File: src/hw/rtl/c64spp_pkg.sv
package c64spp_pkg;

	localparam int CFG_IDX_W  = 8;
	localparam int CFG_DATA_W = 8;

	localparam logic [CFG_IDX_W-1:0] REG_MODE        = 8'd0;
	localparam logic [CFG_IDX_W-1:0] REG_TRANSPARENT = 8'd1;
	localparam logic [CFG_IDX_W-1:0] REG_MULTI_ONE   = 8'd2;
	localparam logic [CFG_IDX_W-1:0] REG_MULTI_TWO   = 8'd3;

	localparam logic [1:0] MODE_MONO  = 2'd0;
	localparam logic [1:0] MODE_FIXED = 2'd1;
	localparam logic [1:0] MODE_AUTO  = 2'd2;

	localparam logic [1:0] CODE_TRANSPARENT = 2'b00;
	localparam logic [1:0] CODE_MULTI_ONE   = 2'b01;
	localparam logic [1:0] CODE_MULTI_TWO   = 2'b11;
	localparam logic [1:0] CODE_OTHER       = 2'b10;

	localparam logic [7:0] META_MONO  = 8'h00;
	localparam logic [7:0] META_MULTI = 8'h80;

	localparam int PIX_PER_ROW_MONO  = 24;
	localparam int PIX_PER_ROW_MULTI = 12;

	localparam int         SLOT_W             = 3;
	localparam logic [2:0] PIX_PER_BYTE_MULTI = 3'd4;

	localparam int FIFO_DEPTH = 4;
	localparam int FIFO_PTR_W = 2;
	localparam int FIFO_CNT_W = 3;

	typedef struct packed {
		logic [1:0] mode;
		logic [7:0] transparent_index;
		logic [7:0] multi_one_index;
		logic [7:0] multi_two_index;
	} cfg_t;

	typedef struct packed {
		logic [7:0] sprite_byte;
		logic       sprite_end;
		logic       too_many_colors;
	} result_t;

	typedef struct packed {
		logic [1:0] n;
		result_t    first;
		result_t    second;
	} push_t;

endpackage

File: src/hw/rtl/c64spp_if.sv
interface c64spp_pixel_if;
	logic       valid;
	logic       ready;
	logic [7:0] pixel_index;

	modport source (output valid, output pixel_index, input ready);
	modport sink (input valid, input pixel_index, output ready);
endinterface

interface c64spp_sprite_if;
	logic       valid;
	logic       ready;
	logic [7:0] sprite_byte;
	logic       sprite_end;
	logic       too_many_colors;

	modport source (output valid, output sprite_byte, output sprite_end,
		output too_many_colors, input ready);
	modport sink (input valid, input sprite_byte, input sprite_end,
		input too_many_colors, output ready);
endinterface

interface c64spp_cfg_if;
	logic                              valid;
	logic                              ready;
	logic [c64spp_pkg::CFG_IDX_W-1:0]  index;
	logic [c64spp_pkg::CFG_DATA_W-1:0] data;

	modport source (output valid, output index, output data, input ready);
	modport sink (input valid, input index, input data, output ready);
endinterface

File: src/hw/rtl/c64spp_encoder.sv
module c64spp_encoder #(
	parameter int SPRITE_ROWS = 21,
	parameter int COLOR_SLOTS = 4
) (
	input  logic               clk,
	input  logic               arst_n,
	input  logic               fire,
	input  logic [7:0]         pixel_index,
	input  c64spp_pkg::cfg_t   cfg,
	output c64spp_pkg::push_t  push
);

	localparam int CW = $clog2(c64spp_pkg::PIX_PER_ROW_MONO * SPRITE_ROWS + 1);
	localparam int UW = $clog2(COLOR_SLOTS + 1);
	localparam int IW = $clog2(COLOR_SLOTS);
	localparam logic [CW-1:0] TOTAL_MONO  = CW'(c64spp_pkg::PIX_PER_ROW_MONO * SPRITE_ROWS);
	localparam logic [CW-1:0] TOTAL_MULTI = CW'(c64spp_pkg::PIX_PER_ROW_MULTI * SPRITE_ROWS);
	localparam logic [UW-1:0] SLOTS       = UW'(COLOR_SLOTS);

	logic [c64spp_pkg::SLOT_W-1:0] slot_q;
	logic [7:0]                    acc_q;
	logic [CW-1:0]                 cnt_q;
	logic [7:0]                    table_q [COLOR_SLOTS];
	logic [UW-1:0]                 used_q;
	logic                          ovf_q;

	logic                          mono;
	logic [COLOR_SLOTS-1:0]        hit;
	logic [1:0]                    hit_idx;
	logic                          add_color;
	logic                          ovf_now;
	logic [1:0]                    code;
	logic [7:0]                    acc_next;
	logic [c64spp_pkg::SLOT_W-1:0] slot_next;
	logic [CW-1:0]                 cnt_next;
	logic                          done;
	logic                          full;
	logic                          emit_data;
	logic                          ovf_next;
	c64spp_pkg::result_t           data_res;
	c64spp_pkg::result_t           meta_res;

	assign mono = (cfg.mode == c64spp_pkg::MODE_MONO);

	always_comb begin
		hit_idx = 2'd0;
		for (int i = COLOR_SLOTS - 1; i >= 0; i--) begin
			hit[i] = (UW'(i) < used_q) && (table_q[i] == pixel_index);
			if (hit[i]) begin
				hit_idx = 2'(i);
			end
		end
	end

	always_comb begin
		add_color = 1'b0;
		ovf_now   = 1'b0;
		code      = c64spp_pkg::CODE_TRANSPARENT;
		case (cfg.mode)
			c64spp_pkg::MODE_MONO: begin
				code = {1'b0, pixel_index != cfg.transparent_index};
			end
			c64spp_pkg::MODE_FIXED: begin
				if (pixel_index == cfg.transparent_index) begin
					code = c64spp_pkg::CODE_TRANSPARENT;
				end else if (pixel_index == cfg.multi_one_index) begin
					code = c64spp_pkg::CODE_MULTI_ONE;
				end else if (pixel_index == cfg.multi_two_index) begin
					code = c64spp_pkg::CODE_MULTI_TWO;
				end else begin
					code = c64spp_pkg::CODE_OTHER;
				end
			end
			default: begin
				// auto mode, also taken for the unused mode code
				if (|hit) begin
					code = hit_idx;
				end else if (used_q < SLOTS) begin
					code      = 2'(used_q);
					add_color = 1'b1;
				end else begin
					code    = c64spp_pkg::CODE_TRANSPARENT;
					ovf_now = 1'b1;
				end
			end
		endcase
	end

	always_comb begin
		acc_next  = mono ? {acc_q[6:0], code[0]} : {acc_q[5:0], code};
		slot_next = slot_q + 3'd1;
		cnt_next  = cnt_q + CW'(1);
		done      = cnt_next >= (mono ? TOTAL_MONO : TOTAL_MULTI);
		full      = mono ? (slot_next == '0) : (slot_next >= c64spp_pkg::PIX_PER_BYTE_MULTI);
		emit_data = full || (done && (slot_next != '0));
		ovf_next  = ovf_q | ovf_now;

		data_res.sprite_byte     = acc_next;
		data_res.sprite_end      = 1'b0;
		data_res.too_many_colors = 1'b0;
		meta_res.sprite_byte     = mono ? c64spp_pkg::META_MONO : c64spp_pkg::META_MULTI;
		meta_res.sprite_end      = 1'b1;
		meta_res.too_many_colors = ovf_next;

		push.first  = emit_data ? data_res : meta_res;
		push.second = meta_res;
		push.n      = fire ? ({1'b0, emit_data} + {1'b0, done}) : 2'd0;
	end

	always_ff @(posedge clk or negedge arst_n) begin
		if (!arst_n) begin
			slot_q <= '0;
			acc_q  <= '0;
			cnt_q  <= '0;
			used_q <= '0;
			ovf_q  <= 1'b0;
		end else if (fire) begin
			if (done) begin
				slot_q <= '0;
				acc_q  <= '0;
				cnt_q  <= '0;
				used_q <= '0;
				ovf_q  <= 1'b0;
			end else begin
				slot_q <= emit_data ? '0 : slot_next;
				acc_q  <= emit_data ? '0 : acc_next;
				cnt_q  <= cnt_next;
				used_q <= used_q + UW'(add_color);
				ovf_q  <= ovf_next;
			end
		end
	end

	always_ff @(posedge clk) begin
		if (fire && add_color) begin
			table_q[used_q[IW-1:0]] <= pixel_index;
		end
	end

endmodule

File: src/hw/rtl/c64spp_result_fifo.sv
module c64spp_result_fifo (
	input  logic                      clk,
	input  logic                      arst_n,
	input  c64spp_pkg::push_t         push,
	output logic                      room,
	output logic                      valid,
	input  logic                      pop,
	output c64spp_pkg::result_t       head
);

	c64spp_pkg::result_t                 mem_q [c64spp_pkg::FIFO_DEPTH];
	logic [c64spp_pkg::FIFO_PTR_W-1:0]   wr_q;
	logic [c64spp_pkg::FIFO_PTR_W-1:0]   rd_q;
	logic [c64spp_pkg::FIFO_CNT_W-1:0]   cnt_q;
	logic                                pop_en;

	assign room   = cnt_q <= c64spp_pkg::FIFO_CNT_W'(c64spp_pkg::FIFO_DEPTH - 2);
	assign valid  = cnt_q != '0;
	assign pop_en = pop && valid;
	assign head   = mem_q[rd_q];

	always_ff @(posedge clk) begin
		if (push.n != 2'd0) begin
			mem_q[wr_q] <= push.first;
		end
		if (push.n == 2'd2) begin
			mem_q[wr_q + 2'd1] <= push.second;
		end
	end

	always_ff @(posedge clk or negedge arst_n) begin
		if (!arst_n) begin
			wr_q  <= '0;
			rd_q  <= '0;
			cnt_q <= '0;
		end else begin
			wr_q  <= wr_q + push.n;
			rd_q  <= rd_q + c64spp_pkg::FIFO_PTR_W'(pop_en);
			cnt_q <= cnt_q + c64spp_pkg::FIFO_CNT_W'(push.n)
				- c64spp_pkg::FIFO_CNT_W'(pop_en);
		end
	end

`ifndef SYNTHESIS
	a_cnt_bound: assert property (@(posedge clk) disable iff (!arst_n)
		cnt_q <= c64spp_pkg::FIFO_CNT_W'(c64spp_pkg::FIFO_DEPTH))
		else $error("result fifo count above depth");
	a_no_overrun: assert property (@(posedge clk) disable iff (!arst_n)
		(push.n != 2'd0) |-> ({1'b0, cnt_q} + {2'b0, push.n}
		<= 4'(c64spp_pkg::FIFO_DEPTH)))
		else $error("result fifo overrun");
	a_drain_step: assert property (@(posedge clk) disable iff (!arst_n)
		$past(pop_en) && ($past(push.n) == 2'd0) |-> cnt_q == $past(cnt_q) - 3'd1)
		else $error("result fifo lost or duplicated a beat");
`endif

endmodule

File: src/hw/rtl/c64_sprite_pixel_packer.sv
// Packs a stream of palette-index pixels into C64 sprite data. Each accepted
// pixel beat is encoded in the cycle it arrives: mono packs 24 pixels per row,
// 8 per byte; multicolor packs 12 pixels per row, 4 two-bit codes per byte,
// first pixel in the top bits, with fixed or first-seen auto code assignment.
// After SPRITE_ROWS rows a closing byte ($00 mono, $80 multicolor) follows,
// flagged by sprite_end, with too_many_colors set when auto mode ran out of
// COLOR_SLOTS table entries. The block takes one pixel per clock; a pixel
// that closes a byte or a sprite yields one or two result beats, which wait
// in a four-entry result queue, so input stalls only when the output side
// holds back and fewer than two queue entries are free. Configuration writes
// are taken in any cycle and belong between sprites.
module c64_sprite_pixel_packer #(
	parameter int SPRITE_ROWS = 21,
	parameter int COLOR_SLOTS = 4
) (
	input logic            clk,
	input logic            arst_n,
	c64spp_pixel_if.sink   pix,
	c64spp_sprite_if.source spr,
	c64spp_cfg_if.sink     cfg
);

	c64spp_pkg::cfg_t    cfg_q;
	c64spp_pkg::push_t   push;
	c64spp_pkg::result_t head;
	logic                room;
	logic                fire;

	assign cfg.ready = 1'b1;
	assign pix.ready = room;
	assign fire      = pix.valid && room;

	always_ff @(posedge clk or negedge arst_n) begin
		if (!arst_n) begin
			cfg_q.mode              <= c64spp_pkg::MODE_MONO;
			cfg_q.transparent_index <= 8'd0;
			cfg_q.multi_one_index   <= 8'd1;
			cfg_q.multi_two_index   <= 8'd2;
		end else if (cfg.valid) begin
			case (cfg.index)
				c64spp_pkg::REG_MODE:        cfg_q.mode              <= cfg.data[1:0];
				c64spp_pkg::REG_TRANSPARENT: cfg_q.transparent_index <= cfg.data[7:0];
				c64spp_pkg::REG_MULTI_ONE:   cfg_q.multi_one_index   <= cfg.data[7:0];
				c64spp_pkg::REG_MULTI_TWO:   cfg_q.multi_two_index   <= cfg.data[7:0];
				default: begin
				end
			endcase
		end
	end

	c64spp_encoder #(
		.SPRITE_ROWS(SPRITE_ROWS),
		.COLOR_SLOTS(COLOR_SLOTS)
	) u_encoder (
		.clk        (clk),
		.arst_n     (arst_n),
		.fire       (fire),
		.pixel_index(pix.pixel_index),
		.cfg        (cfg_q),
		.push       (push)
	);

	c64spp_result_fifo u_fifo (
		.clk   (clk),
		.arst_n(arst_n),
		.push  (push),
		.room  (room),
		.valid (spr.valid),
		.pop   (spr.ready),
		.head  (head)
	);

	assign spr.sprite_byte     = head.sprite_byte;
	assign spr.sprite_end      = head.sprite_end;
	assign spr.too_many_colors = head.too_many_colors;

endmodule

File: src/flat_wrapper.sv
// flat-port wrapper written by rule: the top's interface ports become plain ports
module c64_sprite_pixel_packer_flat 
#(
	parameter int SPRITE_ROWS = 21,
	parameter int COLOR_SLOTS = 4
)
  (clk, arst_n, pix_valid, pix_pixel_index, pix_ready, spr_valid, spr_sprite_byte, spr_sprite_end, spr_too_many_colors, spr_ready, cfg_valid, cfg_index, cfg_data, cfg_ready);
  c64spp_pixel_if pix_i ();
  c64spp_sprite_if spr_i ();
  c64spp_cfg_if cfg_i ();
  input logic clk;
  input logic arst_n;
  input wire logic [$bits(pix_i.valid)-1:0] pix_valid;
  input wire logic [$bits(pix_i.pixel_index)-1:0] pix_pixel_index;
  output wire logic [$bits(pix_i.ready)-1:0] pix_ready;
  output wire logic [$bits(spr_i.valid)-1:0] spr_valid;
  output wire logic [$bits(spr_i.sprite_byte)-1:0] spr_sprite_byte;
  output wire logic [$bits(spr_i.sprite_end)-1:0] spr_sprite_end;
  output wire logic [$bits(spr_i.too_many_colors)-1:0] spr_too_many_colors;
  input wire logic [$bits(spr_i.ready)-1:0] spr_ready;
  input wire logic [$bits(cfg_i.valid)-1:0] cfg_valid;
  input wire logic [$bits(cfg_i.index)-1:0] cfg_index;
  input wire logic [$bits(cfg_i.data)-1:0] cfg_data;
  output wire logic [$bits(cfg_i.ready)-1:0] cfg_ready;
  assign pix_i.valid = pix_valid;
  assign pix_i.pixel_index = pix_pixel_index;
  assign pix_ready = pix_i.ready;
  assign spr_valid = spr_i.valid;
  assign spr_sprite_byte = spr_i.sprite_byte;
  assign spr_sprite_end = spr_i.sprite_end;
  assign spr_too_many_colors = spr_i.too_many_colors;
  assign spr_i.ready = spr_ready;
  assign cfg_i.valid = cfg_valid;
  assign cfg_i.index = cfg_index;
  assign cfg_i.data = cfg_data;
  assign cfg_ready = cfg_i.ready;
  c64_sprite_pixel_packer #(.SPRITE_ROWS(SPRITE_ROWS), .COLOR_SLOTS(COLOR_SLOTS)) u_core (.clk(clk), .arst_n(arst_n), .pix(pix_i), .spr(spr_i), .cfg(cfg_i));
endmodule
File: config.mk
export PLATFORM = sky130hd
export DESIGN_NAME = c64_sprite_pixel_packer_flat
export DESIGN_NICKNAME = d
export VERILOG_FILES = /design/src/hw/rtl/c64spp_pkg.sv /design/src/hw/rtl/c64spp_if.sv /design/src/hw/rtl/c64spp_encoder.sv /design/src/hw/rtl/c64spp_result_fifo.sv /design/src/hw/rtl/c64_sprite_pixel_packer.sv /design/src/flat_wrapper.sv
export SDC_FILE = /design/constraint.sdc
export NUM_CORES = 1
export LEC_CHECK = 0
export BUFFER_PORTS_ARGS = -buffer_cell sky130_fd_sc_hd__buf_4
export CORE_ASPECT_RATIO = 2
export CORE_MARGIN = 10
export CORE_UTILIZATION = 43
export CTS_BUF_LIST = sky130_fd_sc_hd__clkbuf_8
export CTS_CLUSTER_DIAMETER = 150
export CTS_CLUSTER_SIZE = 14
export DETAILED_ROUTE_END_ITERATION = 16
export MAX_ROUTING_LAYER = met4
export SLEW_MARGIN = 10
export SYNTH_ARGS = -nofsm -noshare
export SYNTH_HDL_FRONTEND = slang
export SYNTH_SLANG_ARGS = --single-unit
File: constraint.sdc
create_clock -name clk -period 5 [get_ports clk]
set_input_delay 0.75 -clock clk [delete_from_list [all_inputs] [get_ports clk]]
set_output_delay 0.75 -clock clk [all_outputs]
set_load 0.05 [all_outputs]
Yosys cells after proc, flatten, opt, wreduce, memory -nomap -nowiden
Memory sizes are Yosys's and may differ from the RTL's.
Cells that the tools add are included.

operators by class
  add/subtract/negate cells = 9
  order comparisons = 8
  eq/ne operators = 13
  multiplexer cells = 35
  bitwise gates (word level) = 1
  reduce and logical (&&, ||, !) cells = 21

operators by type and width
  kind                                                        count
  == test 8 bit                                               7
  2-to-1 mux 2 bit                                            9
  2-to-1 mux 9 bit                                            2
  == test 8 x 2 -> 1 bit (second input constant)              2
  2-to-1 mux 8 bit                                            2
  2-to-1 mux 1 bit                                            15
  2-to-1 mux 7 bit                                            2
  2-to-1 mux 10 bit                                           1
  adder 9 x 1 -> 9 bit (second input constant)                1
  >= comparator 9 bit                                         1
  2-to-1 mux 3 bit                                            3
  == test 8 x 1 -> 1 bit (second input constant)              1
  logical AND 1 bit                                           8
  zero test 8 bit                                             1
  != test 8 bit                                               1
  AND reduction 2 bit                                         4
  less-than comparator 1 x 3 -> 1 bit (first input constant)  2
  less-than comparator 2 x 3 -> 1 bit (first input constant)  2
  nonzero test 3 bit                                          2
  one-hot mux 2 bit (2 select lines)                          1
  OR reduction 4 bit                                          1
  adder 3 x 1 -> 3 bit                                        1
  adder 3 x 1 -> 3 bit (second input constant)                1
  adder 3 x 2 -> 3 bit                                        1
  other kinds (16)                                            16

word-level totals
  register bits = 56
  memory bits (writable) = 72
  bits of input ports = 29
  output and inout port bits = 13
  logic and storage cells = 101
  memories = 2

memory list
  name                      words  bits a word  rd ports  clocked after Yosys merged registers in  write ports  line                      source
  u_core.u_fifo.mem_q       4      10           1         0                                        2            c64spp_result_fifo.sv:11  c64spp_pkg::result_t mem_q [c64spp_pkg::FIFO_DEPTH];
  u_core.u_encoder.table_q  4      8            4         0                                        1            c64spp_encoder.sv:23      logic [7:0] table_q [COLOR_SLOTS];

Logic depth before layout (Yosys ltp)
Gate-level depths: netlist of run 1.
An unclocked memory read counts as a cell.

  depth after elaboration = 12
  mapped depth = 21
  gate-level depth less buffers = 20

Hierarchy
Synthesis of run 1 repeated with hierarchy kept, for this count alone.

second synthesis, totals
  cells, all modules = 490
  area, all modules = 6895.4 µm²

by module, submodules not included
  module                   times used  cells an instance  area an instance (µm²)  seq. area each (µm²)
  c64spp_encoder           1           291                3318.2                  1536.5
  c64spp_result_fifo       1           137                2518.7                  1376.3
  c64_sprite_pixel_packer  1           62                 1058.5                  653.1

Worst setup path before layout of run 1
Ideal clock, no wire load.

  path kind = register to register
  from = register u_core.u_encoder.cnt_q[0]
  to = register u_core.u_fifo.cnt_q[2] in the netlist's numbering
  library setup time = 0.123 ns
  data arrival time = 3.822 ns
  required time = 4.877 ns
  path slack = 1.056 ns
  cell stages (with the launch flop) = 22
  buffers on the path = 1
  clock period less this slack = 3.944 ns
  cells stage by stage = dfrtp_1 ha_1 nand3_2 nor2_1 nand3_1 xnor2_1 ha_1 nand4_1 a21o_1 nor3_1 nor2_1 inv_1 buf_2 ha_1 and3_1 inv_1 ha_1 inv_1 ha_1 fa_1 xnor2_1 xnor2_1

between the ends
  longest elaborated chain between the ends = 8

ends and longest elaborated chain
  element                      line                      source
  from (decl)                  c64spp_encoder.sv:22      logic [CW-1:0] cnt_q;
  from (signal assigned)       c64spp_encoder.sv:127     cnt_q <= cnt_next;
  adder 9 x 1 -> 9 bit *       c64spp_encoder.sv:92      cnt_next = cnt_q + CW'(1);
  >= comparator 9 bit *        c64spp_encoder.sv:93      done = cnt_next >= (mono ? TOTAL_MONO : TOTAL_MULTI);
  logical AND 1 bit            c64spp_encoder.sv:95      emit_data = full || (done && (slot_next != '0));
  logical OR 1 bit             c64spp_encoder.sv:95
  adder 1 x 1 -> 2 bit *       c64spp_encoder.sv:107     push.n = fire ? ({1'b0, emit_data} + {1'b0, done}) : 2'd0;
  2-to-1 mux 2 bit *           c64spp_encoder.sv:107
  adder 3 x 2 -> 3 bit *       c64spp_result_fifo.sv:39  cnt_q <= cnt_q + c64spp_pkg::FIFO_CNT_W'(push.n)
  subtractor 3 x 1 -> 3 bit *  c64spp_result_fifo.sv:40  - c64spp_pkg::FIFO_CNT_W'(pop_en);
  to (signal assigned)         c64spp_result_fifo.sv:39
  to (decl)                    c64spp_result_fifo.sv:14  logic [c64spp_pkg::FIFO_CNT_W-1:0] cnt_q;

Mark *: on every way between the ends. The rest lies on a longest branch, timed or not.
A chain may end at the register's enable or synchronous reset.

Worst setup path after layout of run 1
  from = register u_core.u_encoder.cnt_q[1]
  to = register u_core.u_fifo.cnt_q[2] in the netlist's numbering

Same word-level chain as after synthesis.

==> results.py, run 1 <==
metrics = {
    "run_status": {
        "status": "finished, final reports clean",
    },
    "pwr": {
        "irDropWorstVdd_mv": 0.2268,
        "clkPwrFrac": 0.308,
        "netSwitchingFraction": 0.3556,
        "p_sw_w": 0.001033,
        "leakagePower_nw": 2.888,
        "p_seq_frac": 0.466,
        "intPower_w": 0.001871,
        "combPwrFrac": 0.225,
        "powerDensity_nw_per_um2": 416.1,
    },
    "critical_path": {
        "crit_arrival_ns": 4.74,
        "ff2ff_path_depth": 20,
        "regToRegEndpoint": "u_core.u_fifo.cnt_q[2]",
        "crit_fanout": 13,
        "worst_setup_path_start_kind": "register",
        "end_kind": "register",
        "required_ns": 5.37,
        "rrSetupSlack_ns": 0.62,
        "critPathKind": "register to register",
        "r2r_start": "u_core.u_encoder.cnt_q[1]",
    },
    "cells_and_area": {
        "drive_gt1_frac": 0.2161,
        "layout_commonest_cell": "nand2_1",
        "seq_area_sq_um": 3246,
        "num_antenna_cells": 0,
        "multi_input_area_sq_um": 2743,
        "final_cell_mix": "76 x nand2_1, 54 x dfrtp_1, 48 x o21ai_0, 41 x buf_4, 40 x edfxtp_1",
        "final_cell_area_sq_um": 6979,
        "nFillCells": 1285,
        "layout.cells.non_filler": 786,
        "area_delta_synth_final_pct": 13.54,
        "nets": 629,
    },
    "place": {
        "port_buffers": 40,
        "place_area_sq_um": 6589,
        "place_congestion": 0.8953,
        "place_inst": 754,
        "dp_hpwl_um": 10220,
    },
    "synthesis": {
        "synth-seq-cells": 128,
        "async_flop_share": 0.4375,
        "synth_cell_types": 60,
        "syn_area_sq_um": 6147,
        "synth_edf_count": 40,
        "yosys_most_used_dff": "dfrtp_1",
        "yosys_warnings": 0,
        "synth-seq-area-share": 0.5280,
        "syn_nets": 590,
        "syn_inst": 545,
        "avgSynthCellArea_sq_um": 11.28,
    },
    "clock_tree": {
        "cts_buffers": 17,
        "clk_latency_ns": 0.45,
        "clockBufferDepth": 2,
        "clk_pin_slew_ns": 0.09,
        "cts_max_level": 4,
        "cts_hold_buf": 0,
        "root_buffer": "clkbuf_8",
        "tritoncts": "yes",
        "post_cts_buffers": 0,
        "cts.sinks": 128,
        "cts_resized": 0,
    },
    "detailed_routing": {
        "wl_met1_um": 5069,
        "route.met2.wl_um": 8212,
        "drt-wirelength-per-cell_um": 17.58,
        "routed-wl-met3_um": 324,
        "routed_wl_um": 13820,
        "via_per_inst": 5.359,
        "drt-initial-drc-count": 254,
        "ant_nets": 0,
        "drc_errors": 0,
        "num_vias": 4212,
        "maxUsedRoutingLayer": "met4",
        "drt_pass1_iterations": 4,
    },
    "timing": {
        "fin_worst_skew_ns": 0.01179,
        "setup_viol": 0,
        "fin_crit_sh": 0.8750,
        "setup_tns_ns": 0,
        "max_freq_ghz": 0.2286,
        "rsz0062_at_grt": "false",
        "hold_viol": 0,
        "whs_ns": 0.3432,
        "maxSlewHeadroom": 0.4544,
        "worstMarginPinSlew_ns": 0.8165,
        "fin_crit_ns": 4.375,
        "drv_slew": 0,
    },
    "floorplan": {
        "fp.coreArea_sq_um": 13970,
        "dieArea_sq_um": 19770,
        "die_h_um": 189.1,
        "num_rows": 61,
        "initial_utilization": 0.4401,
        "dieWidth_um": 104.5,
        "ios": 42,
    },
    "global_route": {
        "grt_pass1_vias": 4565,
        "grt_use_total": 0.1482,
        "grt_pass1_wl_um": 22850,
        "antenna_found_initial": 0,
        "grt_start_max_net_pins": 57,
        "gr-total-overflow": 0,
    },
    "min_path": {
        "hold_class": "input pin to async pin",
    },
    "run": {
        "cap_violations": 0,
    },
}
==> power by group through the flow <==
stage | registers (W) | logic (W) | clock network, W
2_1_floorplan | 0.00129 | 0.000538 | 0
6_report | 0.00135 | 0.000655 | 0.000896
3_3_place_gp | 0.00137 | 0.000637 | 0
4_1_cts | 0.00135 | 0.000666 | 0.000914
3_5_place_dp | 0.00138 | 0.000662 | 0
5_1_grt | 0.00138 | 0.000728 | 0.000964
==> sequential cells by signal (all words and copies together) (netlist names) <==
register,flops
u_core.u_fifo.mem_q,40
u_core.u_encoder.table_q,32
u_core.cfg_q,26
u_core.u_encoder.cnt_q,9
u_core.u_encoder.acc_q,7
u_core.u_encoder.slot_q,3
u_core.u_encoder.used_q,3
u_core.u_fifo.cnt_q,3
u_core.u_fifo.rd_q,2
u_core.u_fifo.wr_q,2
u_core.u_encoder.ovf_q,1
==> per-layer routing <==
metal  vias up  global-route usage
met1      2125              0.1379
met3        14             0.02857
met5         -                   -
li1       2013                   -
met2        60              0.2842
met4         0             0.06351
==> worst max path at each step <==
stage / startpoint / endpoint / slack, ns
after CTS: u_core.u_encoder.cnt_q[0] / u_core.u_fifo.cnt_q[2] / 0.62
final: u_core.u_encoder.cnt_q[1] / u_core.u_fifo.cnt_q[2] / 0.62
after floorplan: u_core.u_encoder.cnt_q[0] / u_core.u_fifo.cnt_q[2] / 1.06
after global placement: u_core.u_encoder.cnt_q[0] / u_core.u_fifo.cnt_q[2] / 0.85
after detailed placement: u_core.u_encoder.cnt_q[0] / u_core.u_fifo.cnt_q[2] / 0.65
after global routing: u_core.u_encoder.cnt_q[0] / u_core.u_fifo.cnt_q[2] / 0.26
==> through the flow <==
step / power [W] / setup WS [ns] / util
after global placement: 0.002007 / 0.8453 / 0.4717
after CTS: 0.002935 / 0.6150 / 0.4997
after detailed placement: 0.002037 / 0.6521 / 0.4717
final: 0.002904 / 0.6249 / 0.4997
after floorplan: 0.001824 / 1.056 / -
after global routing: 0.003068 / 0.2571 / 0.4997
==> worst max-delay path, cell delays in order, from the launching register on <==
cell,delay (ns)
dfrtp_1,0.42
ha_1,0.27
nand3_2,0.15
nor2_1,0.21
nand3_1,0.12
xnor2_1,0.19
ha_1,0.26
nand4_1,0.11
a21o_1,0.17
nor3_1,0.06
nor2_1,0.17
inv_1,0.25
ha_1,0.44
and3_1,0.21
inv_1,0.05
ha_1,0.26
inv_1,0.04
ha_1,0.20
fa_1,0.37
xnor2_1,0.18
xnor2_1,0.14
==> synthesized netlist by cell type, types with 2 or more instances <==
master | number | area share
a21o_1 | 3 | 0.0037
a21oi_1 | 14 | 0.011
a31oi_1 | 2 | 0.0020
and2_1 | 3 | 0.0031
and3_1 | 3 | 0.0031
and4_1 | 2 | 0.0029
buf_2 | 10 | 0.0081
clkbuf_1 | 9 | 0.0055
dfrtp_1 | 54 | 0.22
dfstp_2 | 2 | 0.0085
dfxtp_1 | 32 | 0.10
edfxtp_1 | 40 | 0.20
ha_1 | 15 | 0.031
inv_1 | 15 | 0.0092
mux2_2 | 27 | 0.049
mux2i_1 | 5 | 0.0081
mux4_2 | 10 | 0.037
nand2_1 | 76 | 0.046
nand3_1 | 10 | 0.0081
nand3_2 | 2 | 0.0033
nand3b_2 | 2 | 0.0037
nand4_1 | 7 | 0.0071
nor2_1 | 25 | 0.015
nor2b_1 | 4 | 0.0041
nor3_1 | 9 | 0.0073
nor4_1 | 8 | 0.0081
nor4_4 | 2 | 0.0069
o21a_1 | 2 | 0.0024
o21ai_0 | 48 | 0.039
o21ai_2 | 7 | 0.010
o22ai_1 | 4 | 0.0041
o31ai_1 | 2 | 0.0024
or3_1 | 2 | 0.0020
xnor2_1 | 25 | 0.036
xor2_1 | 39 | 0.056
==> layout make-up <==
type / instances / share of cell area
sequential: 128 / 0.4650
multi-input combinational: 381 / 0.3930
timing repair buffer: 41 / 0.04410
tap: 189 / 0.03388
clock buffer: 17 / 0.03352
clock inverter: 15 / 0.02241
inverter: 15 / 0.008067
==> logic make-up after synthesis <==
logic type               share of synthesized area
AO/OA/AOI/OAI                              0.09322
XOR/XNOR                                   0.09383
adder cells (fa/ha/maj)                    0.03379
buffers and inverters                      0.02585
flip-flops                                  0.5280
multiplexers                               0.09424
other                                    0.0006100
AND/OR/NAND/NOR                             0.1305
Power figures use the tool's default switching activity.
==> run 2, diff against run 1 <==
Settings changed: ABC_AREA from default to 1, CORE_UTILIZATION 43 to 40.
==> results.py, run 2 <==
metrics = {
    "place": {
        "dp_hpwl_um": 12330,
        "place_ws_ns": 1.297,
        "place_congestion": 0.8796,
        "port_buffers": 40,
        "place_inst": 1039,
    },
    "synthesis": {
        "yosys.area.top_type": "dfrtp_1",
        "yosysMostFrequentCell": "nand2_1",
        "yosys_most_used_dff": "dfrtp_1",
        "syn_area_sq_um": 6623,
        "yosys_warnings": 0,
        "avgSynthCellArea_sq_um": 8.186,
        "synth-seq-cells": 128,
        "synthTopCellsByCount": "243 x nand2_1, 90 x inv_1, 64 x o21ai_0",
        "synth_top_area_frac": 0.2040,
        "synth_edf_count": 40,
        "synth_cell_types": 44,
        "syn_nets": 854,
        "syn_inst": 809,
        "synth-seq-area-share": 0.4901,
        "synth_area_leaders": "dfrtp_1 20%, edfxtp_1 18%, nand2_1 14%, dfxtp_1 9.7%, inv_1 5.1%",
        "async_flop_share": 0.4375,
    },
    "floorplan": {
        "initial_utilization": 0.4071,
        "fp.coreArea_sq_um": 16270,
        "num_rows": 66,
        "dieArea_sq_um": 22420,
        "die_h_um": 202.0,
        "ios": 42,
        "dieWidth_um": 111.0,
    },
    "global_route": {
        "grt_pass1_vias": 5415,
        "grt_start_max_net_pins": 57,
        "grt_use_total": 0.1510,
        "grt_pass1_wl_um": 26740,
        "antenna_found_initial": 0,
        "gr-total-overflow": 0,
    },
    "clock_tree": {
        "cts_hold_buf": 0,
        "cts_buffers": 17,
        "cts.sinks": 128,
        "post_cts_buffers": 0,
        "clockBufferDepth": 2,
        "cts_max_level": 4,
        "root_buffer": "clkbuf_8",
        "tritoncts": "yes",
        "cts_resized": 0,
        "clk_latency_ns": 0.45,
        "clk_pin_slew_ns": 0.08,
    },
    "timing": {
        "fin_crit_sh": 0.7436,
        "fin_worst_skew_ns": 0.01865,
        "drv_slew": 0,
        "setup_viol": 0,
        "setup_ws_ns": 1.282,
        "max_freq_ghz": 0.2690,
        "setup_tns_ns": 0,
        "rsz0062_at_grt": "false",
        "fin_crit_ns": 3.718,
        "whs_ns": 0.3638,
        "hold_viol": 0,
        "maxSlewHeadroom": 0.5106,
        "worstMarginPinSlew_ns": 0.7341,
    },
    "detailed_routing": {
        "routed_wl_um": 16180,
        "drt_pass1_iterations": 4,
        "num_vias": 5225,
        "drt-initial-drc-count": 162,
        "via_per_inst": 4.879,
        "drc_errors": 0,
        "drt-wirelength-per-cell_um": 15.10,
        "ant_nets": 0,
    },
    "pwr": {
        "clkPwrFrac": 0.270,
        "leakagePower_nw": 3.408,
        "netSwitchingFraction": 0.3972,
        "irDropWorstVdd_mv": 0.1838,
        "combPwrFrac": 0.329,
        "intPower_w": 0.002037,
        "p_sw_w": 0.001342,
        "powerDensity_nw_per_um2": 450.3,
        "p_seq_frac": 0.401,
    },
    "cells_and_area": {
        "layout.cells.non_filler": 1071,
        "largest_reg_flops": 40,
        "largest-register": "u_core.u_fifo.mem_q",
        "final_cell_mix": "243 x nand2_1, 90 x inv_1, 64 x o21ai_0, 54 x dfrtp_1, 49 x nor2_1",
        "num_antenna_cells": 0,
        "layout_commonest_cell": "nand2_1",
        "fin_util": 0.4614,
        "nFillCells": 1625,
        "drive_gt1_frac": 0.1430,
        "nets": 899,
        "area_delta_synth_final_pct": 13.34,
    },
    "critical_path": {
        "critPathKind": "register to register",
        "rrSetupSlack_ns": 1.28,
        "required_ns": 5.32,
        "crit_arrival_ns": 4.04,
        "end_kind": "register",
        "crit_fanout": 16,
        "r2r_start": "u_core.cfg_q[25]",
        "regToRegEndpoint": "u_core.u_fifo.cnt_q[2]",
        "worst_setup_path_start_kind": "register",
        "ff2ff_path_depth": 20,
    },
    "run_status": {
        "status": "finished, final reports clean",
    },
    "run": {
        "cap_violations": 0,
    },
    "min_path": {
        "hold_class": "input pin to async pin",
    },
}
## run 2: changes by cell type after synthesis, moves of 12 or more
cell     change
nand2_1    +167
inv_1       +75
nand3_1     +30
xor2_1      -28
mux2_2      -27
nor2_1      +24
o21ai_1     +21
o21ai_0     +16
o22ai_1     +12
## run 2: per-stage QoR
step                area [sq um]  power, W
floorplan                   6623  0.002173
global placement            7103  0.002492
detailed placement          7103  0.002507
CTS                         7506  0.003420
global route                7506  0.003601
finish                      7506  0.003380
## run 2: logic make-up (layout without fill, tap and decap cells)
family / Yosys count / after routing / synth area share
adder cells (fa/ha/maj): 16 / 16 / 0.03136
AND/OR/NAND/NOR: 395 / 395 / 0.2658
XOR/XNOR: 32 / 32 / 0.04232
buffers and inverters: 123 / 181 / 0.07708
other: 1 / 1 / 0.0005662
AO/OA/AOI/OAI: 113 / 113 / 0.09126
multiplexers: 1 / 1 / 0.001511
flip-flops: 128 / 128 / 0.4901
## run 2: worst max-delay path by stage
stage	startpoint	endpoint	slack [ns]	cells after the start
global route	u_core.cfg_q[25]	u_core.u_fifo.cnt_q[2]	0.94	20
CTS	u_core.cfg_q[24]	u_core.u_fifo.cnt_q[2]	1.25	20
global placement	u_core.cfg_q[24]	u_core.u_fifo.cnt_q[2]	1.33	20
finish	u_core.cfg_q[25]	u_core.u_fifo.cnt_q[2]	1.28	20
detailed placement	u_core.cfg_q[24]	u_core.u_fifo.cnt_q[2]	1.30	20
floorplan	u_core.u_encoder.cnt_q[0]	u_core.u_fifo.cnt_q[2]	1.53	21
## run 2: cell type report
cell class                 count  area [sq um]  area share
clock buffer                  18         247.7     0.03301
inverter                     102         382.9     0.05101
tap                          204         255.2     0.03401
timing repair buffer          47         352.8     0.04701
sequential                   128          3246      0.4324
multi-input combinational    558          2867      0.3819
clock inverter                14         155.1     0.02067
## run 2: worst max-delay path, stage by stage (launching register included)
cell and delay, ns:
dfrtp_1 0.43, nor2_2 0.37, inv_1 0.24, ha_1 0.33, nand2_1 0.05, nand2_1 0.05, nand3_1 0.07, nor2_1 0.13
nand3_2 0.10, nand2_4 0.12, nand2_4 0.06, nand2_4 0.15, ha_1 0.19, inv_1 0.07, nor2_4 0.16, inv_1 0.06
ha_1 0.27, inv_1 0.04, ha_1 0.19, fa_1 0.37, xnor2_1 0.14
## run 2: per-layer routing
metal | wire length (um) | global-route usage | up-vias
met2 | 9250 | 0.2902 | 79
met5 | 0 | - | -
met1 | 6078 | 0.1401 | 2408
li1 | - | - | 2708
met4 | 452 | 0.06916 | 0
met3 | 395 | 0.02550 | 30
## run 2: power groups by stage
stage	Sequential (W)	Combinational, W	Clock [W]
finish	0.00135	0.00111	0.000913
global route	0.00137	0.00125	0.000980
CTS	0.00135	0.00113	0.000932
detailed placement	0.00137	0.00113	0
global placement	0.00137	0.00112	0
floorplan	0.00133	0.000843	0
==> run 3, diff against run 2 <==
Settings changed: ABC_AREA 1 to 0.
Clock period 5 ns to 3.3 ns, I/O delays scaled along.
==> results.py, run 3 (same netlist as run 1, synthesis figures left out) <==
metrics = {
    "timing": {
        "setup_ws_ns": -0.1532,
        "whs_ns": 0.08652,
        "setup_viol": 4,
        "drv_slew": 0,
        "rsz0062_at_grt": "true",
        "setup_tns_ns": -0.3164,
        "fin_crit_ns": 3.453,
        "hold_viol": 0,
        "fin_worst_skew_ns": 0.01363,
        "maxSlewHeadroom": 0.5075,
        "max_freq_ghz": 0.2896,
        "worstMarginPinSlew_ns": 0.7388,
        "fin_crit_sh": 1.046,
    },
    "global_route": {
        "antenna_found_initial": 0,
        "grt_start_max_net_pins": 57,
        "grt_pass1_vias": 4669,
        "use_met3": 0.02869,
        "grt_use_total": 0.1426,
        "grtUsageMet2": 0.2728,
        "met1_usage": 0.1280,
        "grt.busiest_layer": "met2",
        "gr-total-overflow": 0,
        "grt_pass1_wl_um": 22960,
    },
    "clock_tree": {
        "clk_pin_slew_ns": 0.08,
        "tritoncts": "yes",
        "clockBufferDepth": 2,
        "cts_hold_buf": 0,
        "cts_max_level": 4,
        "clk_latency_ns": 0.45,
        "root_buffer": "clkbuf_8",
        "cts.sinks": 128,
        "cts_buffers": 17,
    },
    "place": {
        "dp_hpwl_um": 10530,
        "port_buffers": 40,
        "place_ws_ns": -0.2752,
        "place_congestion": 0.8798,
    },
    "detailed_routing": {
        "via_per_inst": 5.230,
        "num_vias": 4362,
        "drt-initial-drc-count": 167,
        "drt_pass1_iterations": 4,
        "routed_wl_um": 14190,
        "drc_errors": 0,
        "drt-wirelength-per-cell_um": 17.01,
        "ant_nets": 0,
    },
    "cells_and_area": {
        "final_cell_mix": "73 x buf_4, 54 x nand2_1, 54 x dfrtp_1, 40 x edfxtp_1, 39 x xor2_1",
        "num_antenna_cells": 0,
        "area_delta_synth_final_pct": 23.92,
        "largest_reg_flops": 40,
        "nFillCells": 1388,
        "largest-register": "u_core.u_fifo.mem_q",
        "drive_gt1_frac": 0.3664,
        "layout_commonest_cell": "buf_4",
        "fin_util": 0.5007,
        "nets": 668,
    },
    "floorplan": {
        "num_rows": 64,
        "dieArea_sq_um": 21030,
        "ios": 42,
        "dieWidth_um": 107.7,
        "initial_utilization": 0.4040,
        "die_h_um": 195.3,
        "fp.coreArea_sq_um": 15210,
    },
    "critical_path": {
        "ff2ff_path_depth": 20,
        "end_kind": "register",
        "critPathMaxStageDelay_ns": 0.40,
        "slowest_stage": "dfrtp_1",
        "crit_arrival_ns": 3.79,
        "crit_buf_inv": 3,
        "regToRegEndpoint": "u_core.u_fifo.cnt_q[2]",
        "rrSetupSlack_ns": -0.15,
        "worst_setup_path_start_kind": "register",
        "critPathKind": "register to register",
        "crit_fanout": 3,
        "crit_family": "adder cells",
        "path_common_cell": "ha_4",
        "crit_chain": "ha_4 -> nand3_4 -> nor2_4 -> nand3_2 -> xnor2_2 -> ha_1 -> nand4_1 -> a21o_1 -> nor3_2 -> nor2_2 -> inv_2 -> ha_4 -> and3_4 -> inv_2 -> ha_4 -> inv_2 -> ha_4 -> fa_2 -> xnor2_2 -> xnor2_1",
        "r2r_start": "u_core.u_encoder.cnt_q[0]",
        "required_ns": 3.63,
    },
    "pwr": {
        "irDropWorstVdd_mv": 0.3121,
        "p_total_w": 0.004712,
        "intPower_w": 0.003112,
        "clkPwrFrac": 0.305,
        "p_sw_w": 0.001599,
        "powerDensity_nw_per_um2": 618.6,
        "combPwrFrac": 0.259,
        "netSwitchingFraction": 0.3395,
        "leakagePower_nw": 3.140,
        "p_seq_frac": 0.435,
    },
    "run_status": {
        "status": "complete, but fails checks",
        "violations": "setup timing",
    },
    "run": {
        "cap_violations": 0,
    },
    "min_path": {
        "hold_class": "input pin to async pin",
    },
}
## run 3: worst max-delay path by stage
stage                     slack, ns                 startpoint  cells after the start                endpoint
after global routing          -0.37  u_core.u_encoder.cnt_q[0]                     20  u_core.u_fifo.cnt_q[2]
after detailed placement      -0.28  u_core.u_encoder.cnt_q[1]                     20  u_core.u_fifo.cnt_q[2]
after CTS                     -0.22  u_core.u_encoder.cnt_q[0]                     20  u_core.u_fifo.cnt_q[2]
after floorplan               -0.40  u_core.u_encoder.cnt_q[1]                     21  u_core.u_fifo.cnt_q[2]
after global placement        -0.17  u_core.u_encoder.cnt_q[1]                     20  u_core.u_fifo.cnt_q[2]
final                         -0.15  u_core.u_encoder.cnt_q[0]                     20  u_core.u_fifo.cnt_q[2]
## run 3: power by group through the flow
stage / registers (W) / clock network [W] / logic [W]
floorplan: 0.00196 / 0 / 0.000862
global placement: 0.00206 / 0 / 0.00113
detailed placement: 0.00207 / 0 / 0.00118
CTS: 0.00204 / 0.00147 / 0.00119
global route: 0.00208 / 0.00154 / 0.00136
finish: 0.00205 / 0.00144 / 0.00122
## run 3: routing by layer
layer,wire length [um],part of all wire
met5,0,0
met4,434,0.031
met3,323,0.023
met2,8596,0.61
met1,4830,0.34
## run 3: metrics by stage
step / cell area, sq um / instances
5_1_grt: 7617 / 834
2_1_floorplan: 6250 / 545
3_5_place_dp: 6929 / 794
4_1_cts: 7372 / 828
6_report: 7617 / 834
3_3_place_gp: 6929 / 794
## run 3: final cells by class
class	count	area (sq um)	share of cell area
clock buffers	18	247.7	0.03252
clock inverters	14	172.7	0.02267
inverters	15	56.30	0.007392
multi-input cells	381	3017	0.3960
flip-flops and latches	128	3246	0.4261
well taps	198	247.7	0.03252
repair buffers	80	630.6	0.08279
## run 3: what timing repair did
item / in CTS / in global routing
buffers inserted: 2 / 6
hold endpoints to repair: 0 / 0
endpoints found under the setup margin: 11 / 48
gates resized for setup: 4 / 82
pin swaps: 11 / 26
